--- src/hdl/lcdws_pkg.sv ---
// Shared types, codes and constants of the character LCD write sequencer.
package lcdws_pkg;

  localparam int LCDWS_MAX_DIGITS = 10;

  // Request codes carried by the mode field.
  localparam logic [1:0] MODE_CMD    = 2'd0;
  localparam logic [1:0] MODE_DATA   = 2'd1;
  localparam logic [1:0] MODE_INIT   = 2'd2;
  localparam logic [1:0] MODE_NUMBER = 2'd3;

  // Configuration register indexes.
  localparam logic [1:0] CFG_FOUR_BIT_BUS  = 2'd0;
  localparam logic [1:0] CFG_ENABLE_HOLD   = 2'd1;
  localparam logic [1:0] CFG_POWER_UP_WAIT = 2'd2;

  localparam logic        FOUR_BIT_BUS_RESET  = 1'b0;
  localparam logic [7:0]  ENABLE_HOLD_RESET   = 8'd2;
  localparam logic [15:0] POWER_UP_WAIT_RESET = 16'd40;

  // Controller command bytes and character codes.
  localparam logic [7:0] CMD_FUNCTION_SET = 8'h28;
  localparam logic [7:0] CMD_DISPLAY_ON   = 8'h0C;
  localparam logic [7:0] CMD_CLEAR        = 8'h01;
  localparam logic [7:0] WAKE_NIBBLE      = 8'h20;
  localparam logic [7:0] ASCII_ZERO       = 8'h30;

  // Reciprocal of ten: floor(x / 10) = (x * DIV10_RECIP) >> DIV10_SHIFT for any 32-bit x.
  localparam logic [31:0] DIV10_RECIP = 32'hCCCC_CCCD;
  localparam int          DIV10_SHIFT = 35;

  typedef enum logic [2:0] {
    ST_IDLE,
    ST_CONV,
    ST_WAIT,
    ST_WAKE,
    ST_BYTE
  } seq_state_t;

  typedef struct packed {
    logic busy;
    logic done;
  } dig_stat_t;

  // Initialisation command chosen by the number of bytes still to send.
  function automatic logic [7:0] init_cmd(input logic [1:0] remaining);
    logic [7:0] cmd;
    case (remaining)
      2'd3:    cmd = CMD_FUNCTION_SET;
      2'd2:    cmd = CMD_DISPLAY_ON;
      default: cmd = CMD_CLEAR;
    endcase
    return cmd;
  endfunction

endpackage

--- src/hdl/lcdws_div10.sv ---
// Registered divide-by-ten unit giving quotient and remainder in the cycle after a request.
module lcdws_div10 (
  input  logic        clk,
  input  logic        rst_n,
  input  logic        go,
  input  logic [31:0] dividend,
  output logic        valid,
  output logic [31:0] quotient,
  output logic [3:0]  remainder
);
  import lcdws_pkg::*;

  logic [63:0] prod;
  logic [31:0] x_r;
  logic [31:0] q_r;
  logic        valid_r;
  logic [3:0]  q10_lo;

  assign prod = 64'(dividend) * 64'(DIV10_RECIP);

  always_ff @(posedge clk) begin
    if (!rst_n) begin
      valid_r <= 1'b0;
    end else begin
      valid_r <= go;
    end
  end

  always_ff @(posedge clk) begin
    if (go) begin
      x_r <= dividend;
      q_r <= 32'(prod[63:DIV10_SHIFT]);
    end
  end

  // The remainder is below ten, so the low four bits of x - 10q are enough.
  assign q10_lo    = {q_r[0], 3'b000} + {q_r[2:0], 1'b0};
  assign remainder = x_r[3:0] - q10_lo;
  assign quotient  = q_r;
  assign valid     = valid_r;

endmodule

--- src/hdl/lcdws_digits.sv ---
// Decimal digit extraction loop around the divide-by-ten unit, with the digit store.
module lcdws_digits #(
  parameter int   MAX_DIGITS = lcdws_pkg::LCDWS_MAX_DIGITS,
  localparam int  CNT_W = $clog2(((MAX_DIGITS > 3) ? MAX_DIGITS : 3) + 1)
) (
  input  logic                 clk,
  input  logic                 rst_n,
  input  logic                 start,
  input  logic [31:0]          value,
  input  logic [CNT_W-1:0]     rd_pos,
  output logic [3:0]           rd_digit,
  output logic [CNT_W-1:0]     count,
  output lcdws_pkg::dig_stat_t stat
);
  import lcdws_pkg::*;

  localparam int IDX_W = (MAX_DIGITS > 1) ? $clog2(MAX_DIGITS) : 1;

  logic             busy_r;
  logic             done_r;
  logic             pend_r;
  logic [31:0]      work_r;
  logic [CNT_W-1:0] cnt_r;
  logic [3:0]       digit_r [MAX_DIGITS];
  logic             go;
  logic             div_valid;
  logic [31:0]      div_q;
  logic [3:0]       div_rem;
  logic             finish;
  logic [CNT_W-1:0] rd_sel;

  assign go     = busy_r && !pend_r;
  assign finish = div_valid && ((div_q == 32'd0) || (cnt_r == CNT_W'(MAX_DIGITS - 1)));

  lcdws_div10 u_div10 (
    .clk       (clk),
    .rst_n     (rst_n),
    .go        (go),
    .dividend  (work_r),
    .valid     (div_valid),
    .quotient  (div_q),
    .remainder (div_rem)
  );

  always_ff @(posedge clk) begin
    if (!rst_n) begin
      busy_r <= 1'b0;
      done_r <= 1'b0;
      pend_r <= 1'b0;
      cnt_r  <= '0;
    end else begin
      pend_r <= go;
      done_r <= finish;
      if (start) begin
        busy_r <= 1'b1;
        cnt_r  <= '0;
      end else if (div_valid) begin
        cnt_r <= cnt_r + 1'b1;
        if (finish) begin
          busy_r <= 1'b0;
        end
      end
    end
  end

  always_ff @(posedge clk) begin
    if (start) begin
      work_r <= value;
    end else if (div_valid) begin
      work_r <= div_q;
    end
    if (div_valid) begin
      digit_r[cnt_r[IDX_W-1:0]] <= div_rem;
    end
  end

  // Digits are stored least significant first; rd_pos counts down from count to one.
  assign rd_sel    = rd_pos - 1'b1;
  assign rd_digit  = digit_r[rd_sel[IDX_W-1:0]];
  assign count     = cnt_r;
  assign stat.busy = busy_r;
  assign stat.done = done_r;

  a_done_count : assert property (@(posedge clk) disable iff (!rst_n)
    done_r |-> (cnt_r != '0))
    else $error("digit conversion finished with no digits");

  a_done_idle : assert property (@(posedge clk) disable iff (!rst_n)
    done_r |-> !busy_r)
    else $error("digit conversion still busy after completion");

endmodule

--- src/hdl/char_lcd_write_sequencer_unit.sv ---
// Top level of the character LCD write sequencer: request sequencer and output register.
// Each pin state leaves as one beat; with out_ready held high one beat leaves per cycle
// (a command or data byte gives 2 beats on an 8-bit bus and 4 on a 4-bit bus, initialisation
// 7 or 15). A printed number first runs through the divide-by-ten unit one digit at a time,
// then gives 2 or 4 beats per digit.
// Reset is synchronous and active low: it empties the output register, returns the
// sequencer to idle and restores the configuration registers (8-bit bus, hold 2, wait 40).
module char_lcd_write_sequencer_unit #(
  parameter int  MAX_DIGITS = lcdws_pkg::LCDWS_MAX_DIGITS,
  localparam int CNT_W = $clog2(((MAX_DIGITS > 3) ? MAX_DIGITS : 3) + 1)
) (
  input  logic        clk,
  input  logic        rst_n,
  // Request channel.
  input  logic        in_valid,
  output logic        in_ready,
  input  logic [1:0]  in_mode,
  input  logic [7:0]  in_byte_value,
  input  logic [31:0] in_number_value,
  // Pin state channel.
  output logic        out_valid,
  input  logic        out_ready,
  output logic        out_reg_select,
  output logic        out_read_write,
  output logic [7:0]  out_bus_value,
  output logic        out_enable_level,
  output logic [15:0] out_hold_units,
  output logic        out_last,
  // Configuration write port.
  input  logic        cfg_write_en,
  input  logic [1:0]  cfg_index,
  input  logic [15:0] cfg_data
);
  import lcdws_pkg::*;

  // Configuration registers.
  logic        four_bit_bus_r;
  logic [7:0]  enable_hold_r;
  logic [15:0] power_up_wait_r;

  // Sequencer state. The sequencer walks a request as a list of bytes (byte_cnt_r still to
  // go), each byte as one or two nibbles (nib_r) and each nibble as an enable pulse of two
  // pin states, enable high then enable low (ph_r).
  seq_state_t       state_r, state_nxt;
  logic [1:0]       mode_r;
  logic [7:0]       byte_r;
  logic [CNT_W-1:0] byte_cnt_r, byte_cnt_nxt;
  logic             nib_r, nib_nxt;
  logic             ph_r, ph_nxt;

  // Output register holding each pin state; the sequencer stalls while it is full and not taken.
  logic        out_valid_r;
  logic        out_reg_select_r;
  logic [7:0]  out_bus_value_r;
  logic        out_enable_level_r;
  logic [15:0] out_hold_units_r;
  logic        out_last_r;

  logic             in_fire;
  logic             slot_free;
  logic             emitting;
  logic             fire;
  logic             dig_start;
  logic [3:0]       dig_digit;
  logic [CNT_W-1:0] dig_count;
  dig_stat_t        dig_stat;
  logic [7:0]       cur_byte;
  logic             cur_rs;
  logic             byte_done;
  logic             beat_rs;
  logic [7:0]       beat_bus;
  logic             beat_en;
  logic [15:0]      beat_hold;
  logic             beat_last;

  assign in_ready  = (state_r == ST_IDLE);
  assign in_fire   = in_valid && in_ready;
  assign slot_free = !out_valid_r || out_ready;
  assign emitting  = (state_r == ST_WAIT) || (state_r == ST_WAKE) || (state_r == ST_BYTE);
  assign fire      = emitting && slot_free;
  assign dig_start = in_fire && (in_mode == MODE_NUMBER);

  lcdws_digits #(
    .MAX_DIGITS (MAX_DIGITS)
  ) u_digits (
    .clk      (clk),
    .rst_n    (rst_n),
    .start    (dig_start),
    .value    (in_number_value),
    .rd_pos   (byte_cnt_r),
    .rd_digit (dig_digit),
    .count    (dig_count),
    .stat     (dig_stat)
  );

  always_ff @(posedge clk) begin
    if (!rst_n) begin
      four_bit_bus_r  <= FOUR_BIT_BUS_RESET;
      enable_hold_r   <= ENABLE_HOLD_RESET;
      power_up_wait_r <= POWER_UP_WAIT_RESET;
    end else if (cfg_write_en) begin
      case (cfg_index)
        CFG_FOUR_BIT_BUS:  four_bit_bus_r  <= cfg_data[0];
        CFG_ENABLE_HOLD:   enable_hold_r   <= cfg_data[7:0];
        CFG_POWER_UP_WAIT: power_up_wait_r <= cfg_data;
        default:           ;
      endcase
    end
  end

  // The byte being sent: a held command or data byte, the next initialisation command, or
  // the next decimal digit as an ASCII character.
  always_comb begin
    case (mode_r)
      MODE_INIT:   cur_byte = init_cmd(byte_cnt_r[1:0]);
      MODE_NUMBER: cur_byte = ASCII_ZERO | {4'h0, dig_digit};
      default:     cur_byte = byte_r;
    endcase
  end

  assign cur_rs    = (mode_r == MODE_DATA) || (mode_r == MODE_NUMBER);
  assign byte_done = ph_r && (!four_bit_bus_r || nib_r);

  // Next state.
  always_comb begin
    state_nxt = state_r;
    case (state_r)
      ST_IDLE: begin
        if (in_fire) begin
          case (in_mode)
            MODE_INIT:   state_nxt = ST_WAIT;
            MODE_NUMBER: state_nxt = ST_CONV;
            default:     state_nxt = ST_BYTE;
          endcase
        end
      end
      ST_CONV: begin
        if (dig_stat.done) begin
          state_nxt = ST_BYTE;
        end
      end
      ST_WAIT: begin
        if (fire) begin
          state_nxt = four_bit_bus_r ? ST_WAKE : ST_BYTE;
        end
      end
      ST_WAKE: begin
        if (fire && ph_r) begin
          state_nxt = ST_BYTE;
        end
      end
      ST_BYTE: begin
        if (fire && beat_last) begin
          state_nxt = ST_IDLE;
        end
      end
      default: state_nxt = ST_IDLE;
    endcase
  end

  // Pin state of the current beat and the counter updates.
  always_comb begin
    beat_rs      = cur_rs;
    beat_bus     = cur_byte;
    beat_en      = !ph_r;
    beat_hold    = ph_r ? 16'h0000 : {8'h00, enable_hold_r};
    beat_last    = 1'b0;
    byte_cnt_nxt = byte_cnt_r;
    nib_nxt      = nib_r;
    ph_nxt       = ph_r;
    case (state_r)
      ST_IDLE: begin
        nib_nxt = 1'b0;
        ph_nxt  = 1'b0;
        if (in_fire) begin
          byte_cnt_nxt = (in_mode == MODE_INIT) ? CNT_W'(3) : CNT_W'(1);
        end
      end
      ST_CONV: begin
        if (dig_stat.done) begin
          byte_cnt_nxt = dig_count;
        end
      end
      ST_WAIT: begin
        // The power-up wait is a single idle pin state with select, bus and enable low.
        beat_rs   = 1'b0;
        beat_bus  = 8'h00;
        beat_en   = 1'b0;
        beat_hold = power_up_wait_r;
      end
      ST_WAKE: begin
        beat_rs  = 1'b0;
        beat_bus = WAKE_NIBBLE;
        if (fire) begin
          ph_nxt = !ph_r;
        end
      end
      ST_BYTE: begin
        if (four_bit_bus_r) begin
          beat_bus = nib_r ? {cur_byte[3:0], 4'h0} : {cur_byte[7:4], 4'h0};
        end
        beat_last = byte_done && (byte_cnt_r == CNT_W'(1));
        if (fire) begin
          ph_nxt = !ph_r;
          if (ph_r) begin
            if (byte_done) begin
              nib_nxt      = 1'b0;
              byte_cnt_nxt = byte_cnt_r - 1'b1;
            end else begin
              nib_nxt = 1'b1;
            end
          end
        end
      end
      default: ;
    endcase
  end

  always_ff @(posedge clk) begin
    if (!rst_n) begin
      state_r     <= ST_IDLE;
      byte_cnt_r  <= '0;
      nib_r       <= 1'b0;
      ph_r        <= 1'b0;
      out_valid_r <= 1'b0;
    end else begin
      state_r    <= state_nxt;
      byte_cnt_r <= byte_cnt_nxt;
      nib_r      <= nib_nxt;
      ph_r       <= ph_nxt;
      if (fire) begin
        out_valid_r <= 1'b1;
      end else if (out_ready) begin
        out_valid_r <= 1'b0;
      end
    end
  end

  // Request payload and the pin state register carry no reset.
  always_ff @(posedge clk) begin
    if (in_fire) begin
      mode_r <= in_mode;
      byte_r <= in_byte_value;
    end
    if (fire) begin
      out_reg_select_r   <= beat_rs;
      out_bus_value_r    <= beat_bus;
      out_enable_level_r <= beat_en;
      out_hold_units_r   <= beat_hold;
      out_last_r         <= beat_last;
    end
  end

  assign out_valid        = out_valid_r;
  assign out_reg_select   = out_reg_select_r;
  assign out_read_write   = 1'b0;
  assign out_bus_value    = out_bus_value_r;
  assign out_enable_level = out_enable_level_r;
  assign out_hold_units   = out_hold_units_r;
  assign out_last         = out_last_r;

  a_idle_no_conv : assert property (@(posedge clk) disable iff (!rst_n)
    in_ready |-> !dig_stat.busy)
    else $error("request accepted while digit conversion is running");

  a_last_enable_low : assert property (@(posedge clk) disable iff (!rst_n)
    (out_valid_r && out_last_r) |-> !out_enable_level_r)
    else $error("final pin state of a run has enable high");

  a_byte_count : assert property (@(posedge clk) disable iff (!rst_n)
    (state_r == ST_BYTE) |-> (byte_cnt_r != '0))
    else $error("byte state entered with nothing left to send");

  a_pulse_hold : assert property (@(posedge clk) disable iff (!rst_n)
    ((state_r == ST_BYTE) && fire && !ph_r) |=>
      (out_enable_level_r && (out_hold_units_r == {8'h00, enable_hold_r})))
    else $error("enable pulse high state lost its hold time");

endmodule
--- config.mk ---
export PLATFORM = sky130hd
export DESIGN_NAME = char_lcd_write_sequencer_unit
export DESIGN_NICKNAME = d
export VERILOG_FILES = /design/src/hdl/lcdws_pkg.sv /design/src/hdl/lcdws_div10.sv /design/src/hdl/lcdws_digits.sv /design/src/hdl/char_lcd_write_sequencer_unit.sv
export SDC_FILE = /design/constraint.sdc
export NUM_CORES = 1
export LEC_CHECK = 0
export BUFFER_PORTS_ARGS = -buffer_cell sky130_fd_sc_hd__buf_2
export CORE_MARGIN = 2
export CORE_UTILIZATION = 61
export CTS_CLUSTER_DIAMETER = 100
export DETAILED_ROUTE_END_ITERATION = 16
export HOLD_SLACK_MARGIN = 0.08
export MAX_ROUTING_LAYER = met4
export PLACE_DENSITY = 0.89
export SLEW_MARGIN = 30
export SYNTH_ARGS = -nofsm -noshare
export SYNTH_HDL_FRONTEND = slang
export SYNTH_HIERARCHICAL = 1
export SYNTH_SLANG_ARGS = --single-unit
export TNS_END_PERCENT = 1
--- constraint.sdc ---
create_clock -name clk -period 9.89 [get_ports clk]
set_clock_uncertainty 0.15 [all_clocks]
set_input_delay 1.4835 -clock clk [delete_from_list [all_inputs] [get_ports clk]]
set_output_delay 1.4835 -clock clk [all_outputs]
set_load 0.02 [all_outputs]
==> metrics.md, run 1 <==
| Metric | Value |
|---|---|
| Final WL | `a little under 70 mm` |
| Number of nets with antenna violations after routing | `0` |
| CTS Buf Count | `17` |
| Critical Path Sink Type | `flip-flop` |
| GRT Overall Usage | `0.358` |
| I/O Pins | `95` |
| Status | `completed` |
| DR vias | `between 15000 and 20000` |
| Part of the cycle the worst path needs | `0.822` |
| Crit-path max cell delay | `approximately 660 ps` |
| Ant diodes | `0` |
| CP arrival | `8170 ps` |
| Die width | `around 200 um` |
| Total core area | `39700 um^2` |
| Mean Syn Cell Area | `between 10 and 15 um^2` |
| Number of global-route vias before repair | `18109` |
| Share of layout cells above drive strength 1 | `0.0911` |
| Layout area overhead | `6.57%` |
| CP max stage cell | `edfxtp_1` |
| Worst endpoint required time | `just under 10000 ps` |
| Design Area, Final | `roughly 26000 um^2` |
| Clk_lat worst skew | `450 ps` |
| Fin crit period | `just over 8000 ps` |
| Mapped Area | `24500 um^2` |
| Drc violations | `0` |
| Row count | `73` |
| # fillers | `slightly below 3000` |
| CTS tree | `yes` |
| Slew @ Worst Pin | `1050 ps` |
| Max-Cap Viols | `0` |
| Syn Inst Count | `around 2200` |
| Setup_tns | `0 ps` |
| Hold_buf cts | `0` |
| Critical path peak fanout | `5` |
| Ys Warns | `6` |
| Most Frequent Cell on Critical Path | `fa_1` |
| Die area | `41800 um^2` |
| Global placer's final weighted congestion | `just over 1` |
| Post-CTS Setup Bufs | `0` |
| Fin. Hold Viols | `0` |
| R2r endpoint | `u_digits/u_div10/quotient[24]` |
| Clk sink count | `185` |
| Via density | `roughly 5.9` |
| CTS resizes | `0` |
| DR pass1 iterations | `5` |
| RSZ-0062 raised after global routing | `false` |
| # port buffers | `93` |
| Clk root buf | `clkbuf_16` |
| Largest net degree at the start of global routing | `36` |
| First-pass GRT wire length | `106 mm` |
| Initial core utilization | `0.617` |
| F_max | `about 120 MHz` |
| WL/cell | `about 24 um` |
| DP HPWL | `roughly 60 mm` |
| Bufs on Longest Clock Path | `2` |
| Critical path class | `reg -> reg` |
| Reg2reg path depth | `22` |
| CP startpoint | `u_digits/work_r[10]` |
| Launch point of the worst reg-to-reg path | `u_digits/work_r[10]` |
| Setup violations, final | `0` |
| R2R Setup Slk | `approximately 1800 ps` |
| Worst-path clk slew | `about 80 ps` |
| Final net count | `between 3000 and 4000` |
| Global route overflow | `0` |
| Worst setup SP type | `flip-flop` |
| H-tree depth | `4` |
| Final core occ | `0.657` |
| Hold Crit Class | `reg -> reg` |
| Crit path to | `u_digits/u_div10/quotient[24]` |
| Final number of max-transition violations | `0` |
| Smallest hold slack | `311 ps` |
| Dpl cell area | `between 20000 and 30000 um^2` |
| Initial antenna violation count | `0` |
| Worst-path cell chain | `ha_1 -> inv_1 -> fa_1 -> inv_1 -> fa_1 -> inv_1 -> fa_1 -> inv_1 -> fa_1 -> fa_1 -> fa_1 -> fa_1 -> ha_1 -> nand2_1 -> nor3_1 -> o211ai_2 -> o32ai_2 -> a21oi_1 -> a21oi_1 -> nand2b_1 -> a31oi_1 -> xnor2_1` |
| First-iteration detailed-routing DRC count | `between 1000 and 1500` |
| Die height | `a little over 200 um` |
| Slew HR | `0.292` |
## state kept, by name (all words and copies together) (netlist names), 2 cells and up
name,cells
u_digits/digit_r,40
byte_r,8
out_bus_value,8
enable_hold_r,8
u_digits/u_div10/x_r,4
state_r,3
power_up_wait_r,16
u_digits/u_div10/quotient,29
out_hold_units,16
byte_cnt_r,4
u_digits/work_r,32
mode_r,2
u_digits/count,4
## worst min-delay path by stage
stage                   startpoint                   to  slack [ps]  cells after the start
6_report       power_up_wait_r[15]  power_up_wait_r[15]         310                      2
5_1_grt         power_up_wait_r[1]   power_up_wait_r[1]         340                      2
4_1_cts        power_up_wait_r[15]  power_up_wait_r[15]         310                      2
3_5_place_dp    power_up_wait_r[0]   power_up_wait_r[0]         300                      2
3_3_place_gp   power_up_wait_r[14]  power_up_wait_r[14]         290                      2
2_1_floorplan  power_up_wait_r[10]  power_up_wait_r[10]         280                      2
## final cells by class
type	instances	area, um^2	share of cell area
clock buffer	17	425	0.0163
sequential	185	5130	0.196
clock inverter	15	196	0.00752
inverter	567	2130	0.0815
multi-input combinational	1456	17100	0.653
tap	525	657	0.0252
timing repair buffer	98	523	0.0200
## layer usage
layer | routed length (um) | GRT usage | up-vias
li1 | - | - | 7353
met1 | 26600 | 0.431 | 8554
met4 | 4120 | 0.179 | 0
met2 | 34100 | 0.593 | 760
met5 | 0 | - | -
met3 | 4560 | 0.0489 | 187
## per-stage QoR
step | cells | setup slack, ps
final | 2863 | 1760
after global routing | 2863 | 1520
after CTS | 2862 | 1800
after detailed placement | 2830 | 1850
after global placement | 2830 | 1960
after floorplan | 2247 | 2840
## cells in the final DEF (no fill, tap or decap), types with 17 or more instances in the layout
cell / instances
inv_1: 565
fa_1: 387
ha_1: 360
edfxtp_1: 142
nand2_1: 115
buf_2: 93
a21oi_1: 83
nor2_1: 49
xor2_1: 46
dfxtp_1: 42
o21ai_0: 40
xnor2_1: 36
mux2_2: 34
and2_1: 33
a21o_1: 29
nand3_1: 19
mux2i_1: 19
clkbuf_16: 17
## worst max-delay path: cells and delay by family (launching register included)
kind / cells / cell delay (ps)
adders and majority gates: 9 / 4470
AOI/OAI and AO/OA: 5 / 1290
and+or+nand+nor: 3 / 780
DFF: 1 / 660
buffers and inverters: 4 / 360
xor gates and xnor gates: 1 / 160
Power of run 1 is not shown: default switching activity piles up to over one toggle a cycle in this logic, so the estimate is an artifact.
==> inputs of run 2 (changes only) <==
Clock period 9.89 ns to 8.2 ns, I/O delays scaled along.
==> run 2 against run 1 <==
Compared with the run above: sequential share of layout area fell by 0.24 points; hold slack barely moved; design area rose by 1.3%; via count rose by 0.17%; non-clock buffer count rose by 43; highest routed layer unchanged; worst setup slack got worse by 1600 ps.
==> metrics.md, run 2 (same netlist as run 1, synthesis figures left out) <==
| Metric | Value |
|---|---|
| Status | `completed` |
| Number of nets with antenna violations after routing | `0 (unchanged)` |
| Worst-path cell chain | `ha_1 -> xor2_1 -> ha_1 -> a21o_1 -> fa_1 -> inv_1 -> fa_1 -> inv_1 -> fa_1 -> fa_1 -> fa_1 -> fa_1 -> ha_1 -> o21ai_0 -> nor2_1 -> nor3_2 -> nand3_2 -> a2111oi_4 -> o31ai_4 -> a31oi_4 -> or4b_1 -> o211ai_1` |
| I/O Pins | `95 (unchanged)` |
| DP HPWL | `60.1 mm (+0.51%)` |
| Reg2reg path depth | `22 (unchanged)` |
| Max-Cap Viols | `0 (unchanged)` |
| Ant diodes | `0 (unchanged)` |
| Slew @ Worst Pin | `1050 ps (-4.20 ps)` |
| Most Frequent Cell on Critical Path | `fa_1` |
| WHS Path Cells | `2 (unchanged)` |
| Row count | `73 (unchanged)` |
| R2R Setup Slk | `150 ps (-1620 ps)` |
| Bufs on Longest Clock Path | `2 (unchanged)` |
| Slew HR | `0.295 (+0.00282)` |
| CP max stage cell | `a2111oi_4` |
| Via density | `5.81 (-1.3%)` |
| Clk_lat worst skew | `460 ps (about the same)` |
| CTS tree | `yes` |
| Critical Path Sink Type | `flip-flop` |
| RSZ-0062 raised after global routing | `false` |
| Die width | `204 um (unchanged)` |
| Worst-path clk slew | `80 ps (about the same)` |
| Final WL | `69.6 mm (+0.35%)` |
| Layout area overhead | `7.91%` |
| Number of global-route vias before repair | `18640 (+2.9%)` |
| Commonest non-fill, non-tap cell in the layout | `inv_1` |
| WL/cell | `24.0 um (-1.1%)` |
| Crit-path max cell delay | `610 ps (-50 ps)` |
| Part of the cycle the worst path needs | `0.982 (+0.160)` |
| CP arrival | `8200 ps (+30 ps)` |
| Initial antenna violation count | `0 (unchanged)` |
| Fin crit period | `8050 ps (-74.5 ps)` |
| Cell family with most CP delay | `adder cells` |
| R2r endpoint | `u_digits/u_div10/quotient[23]` |
| Setup_tns | `0 ps (unchanged)` |
| First-iteration detailed-routing DRC count | `1333 (+0.60%)` |
| Worst setup SP type | `flip-flop` |
| F_max | `124 MHz (+0.92%)` |
| H-tree depth | `4 (unchanged)` |
| Clk root buf | `clkbuf_16` |
| CTS Buf Count | `17 (unchanged)` |
| Final number of max-transition violations | `0 (unchanged)` |
| DR pass1 iterations | `6 (+1)` |
| CP Buf/Inv Count | `2 (-2)` |
| First-pass GRT wire length | `106 mm (+0.81%)` |
| Total core area | `39700 um^2 (unchanged)` |
| Share of layout cells above drive strength 1 | `0.107 (+0.0160)` |
| Die height | `204 um (unchanged)` |
| Largest net degree at the start of global routing | `36 (unchanged)` |
| Global placer's final weighted congestion | `1.06 (+3.0%)` |
| Max reg flops | `40 (unchanged)` |
| Drc violations | `0 (unchanged)` |
| GRT Overall Usage | `0.359 (+0.00157)` |
| Hold EP | `power_up_wait_r[8]` |
| CTS resizes | `0 (unchanged)` |
| Setup violations, final | `0 (unchanged)` |
| Launch point of the worst reg-to-reg path | `u_digits/work_r[9]` |
| Worst endpoint required time | `8350 ps (-1580 ps)` |
| Global route overflow | `0 (unchanged)` |
| # port buffers | `93 (unchanged)` |
| Commonest cells after routing, fill and taps aside | `inv_1, fa_1, ha_1` |
| # fillers | `2934 (-1.4%)` |
| Hold Startpoint | `power_up_wait_r[8]` |
| Initial core utilization | `0.617 (unchanged)` |
| Die area | `41800 um^2 (unchanged)` |
| Final net count | `3180 (+1.4%)` |
| Critical path class | `reg -> reg` |
| Critical path peak fanout | `7 (+2)` |
| Fin. Hold Viols | `0 (unchanged)` |
| DR vias | `16882 (+0.17%)` |
| Hold Crit Class | `reg -> reg` |
| Clk sink count | `185 (unchanged)` |
## run 2: cell count changes in the layout (fill, tap and decap cells not counted), sizes merged
| cell | previous run | this run |
|---|---|---|
| clkbuf | 17 | 18 |
| inv | 572 | 571 |
| clkinvlp | 1 | 0 |
| clkinv | 8 | 9 |
| buf | 98 | 141 |
## run 2: worst max-delay path by stage
stage	from	end	cells after the start
floorplan	u_digits/work_r[18]	u_digits/u_div10/quotient[23]	24
CTS	u_digits/work_r[13]	u_digits/u_div10/quotient[23]	22
global route	u_digits/work_r[9]	u_digits/u_div10/quotient[23]	22
detailed placement	u_digits/work_r[13]	u_digits/u_div10/quotient[23]	22
finish	u_digits/work_r[9]	u_digits/u_div10/quotient[23]	22
global placement	u_digits/work_r[17]	u_digits/u_div10/quotient[23]	24
## run 2: what timing repair did
action                     CTS  global route
setup endpoints to repair    0             1
setup buffers                0             1
hold buffers                 0             0
## run 2: through the flow
step / setup slack (ps) / hold slack [ps] / util / instances / instance area, um^2
6_report: 148 / 311 / 0.665 / 2906 / 26400
5_1_grt: 4.10 / 328 / 0.665 / 2906 / 26400
4_1_cts: 234 / 307 / 0.665 / 2904 / 26400
3_5_place_dp: 276 / 299 / 0.649 / 2872 / 25800
3_3_place_gp: 398 / 288 / 0.649 / 2872 / 25800
2_1_floorplan: 1150 / 282 / - / 2247 / 24500
## run 2: cell type report
type,count,area [um^2],area share
multi-input combinational,1456,17100,0.645
sequential,185,5130,0.194
inverter,567,2130,0.0805
timing repair buffer,141,846,0.0320
tap,525,657,0.0248
clock buffer,18,429,0.0162
clock inverter,14,201,0.00762
## run 2: metal layers
metal,vias up,wire (um),global-route usage
met3,210,4710,0.0548
li1,7447,-,-
met2,794,34100,0.591
met1,8431,26300,0.427
met4,0,4520,0.194
met5,-,0,-
## run 2: worst register-to-register path, stage by stage, from the launching register on
cell	delay, ps
edfxtp_1	600
ha_1	550
xor2_1	220
ha_1	220
a21o_1	180
fa_1	550
inv_1	60
fa_1	490
inv_1	50
fa_1	550
fa_1	450
fa_1	540
fa_1	450
ha_1	370
o21ai_0	240
nor2_1	120
nor3_2	290
nand3_2	250
a2111oi_4	610
o31ai_4	150
a31oi_4	250
or4b_1	450
o211ai_1	110
Power of run 2 is left out for the same reason.
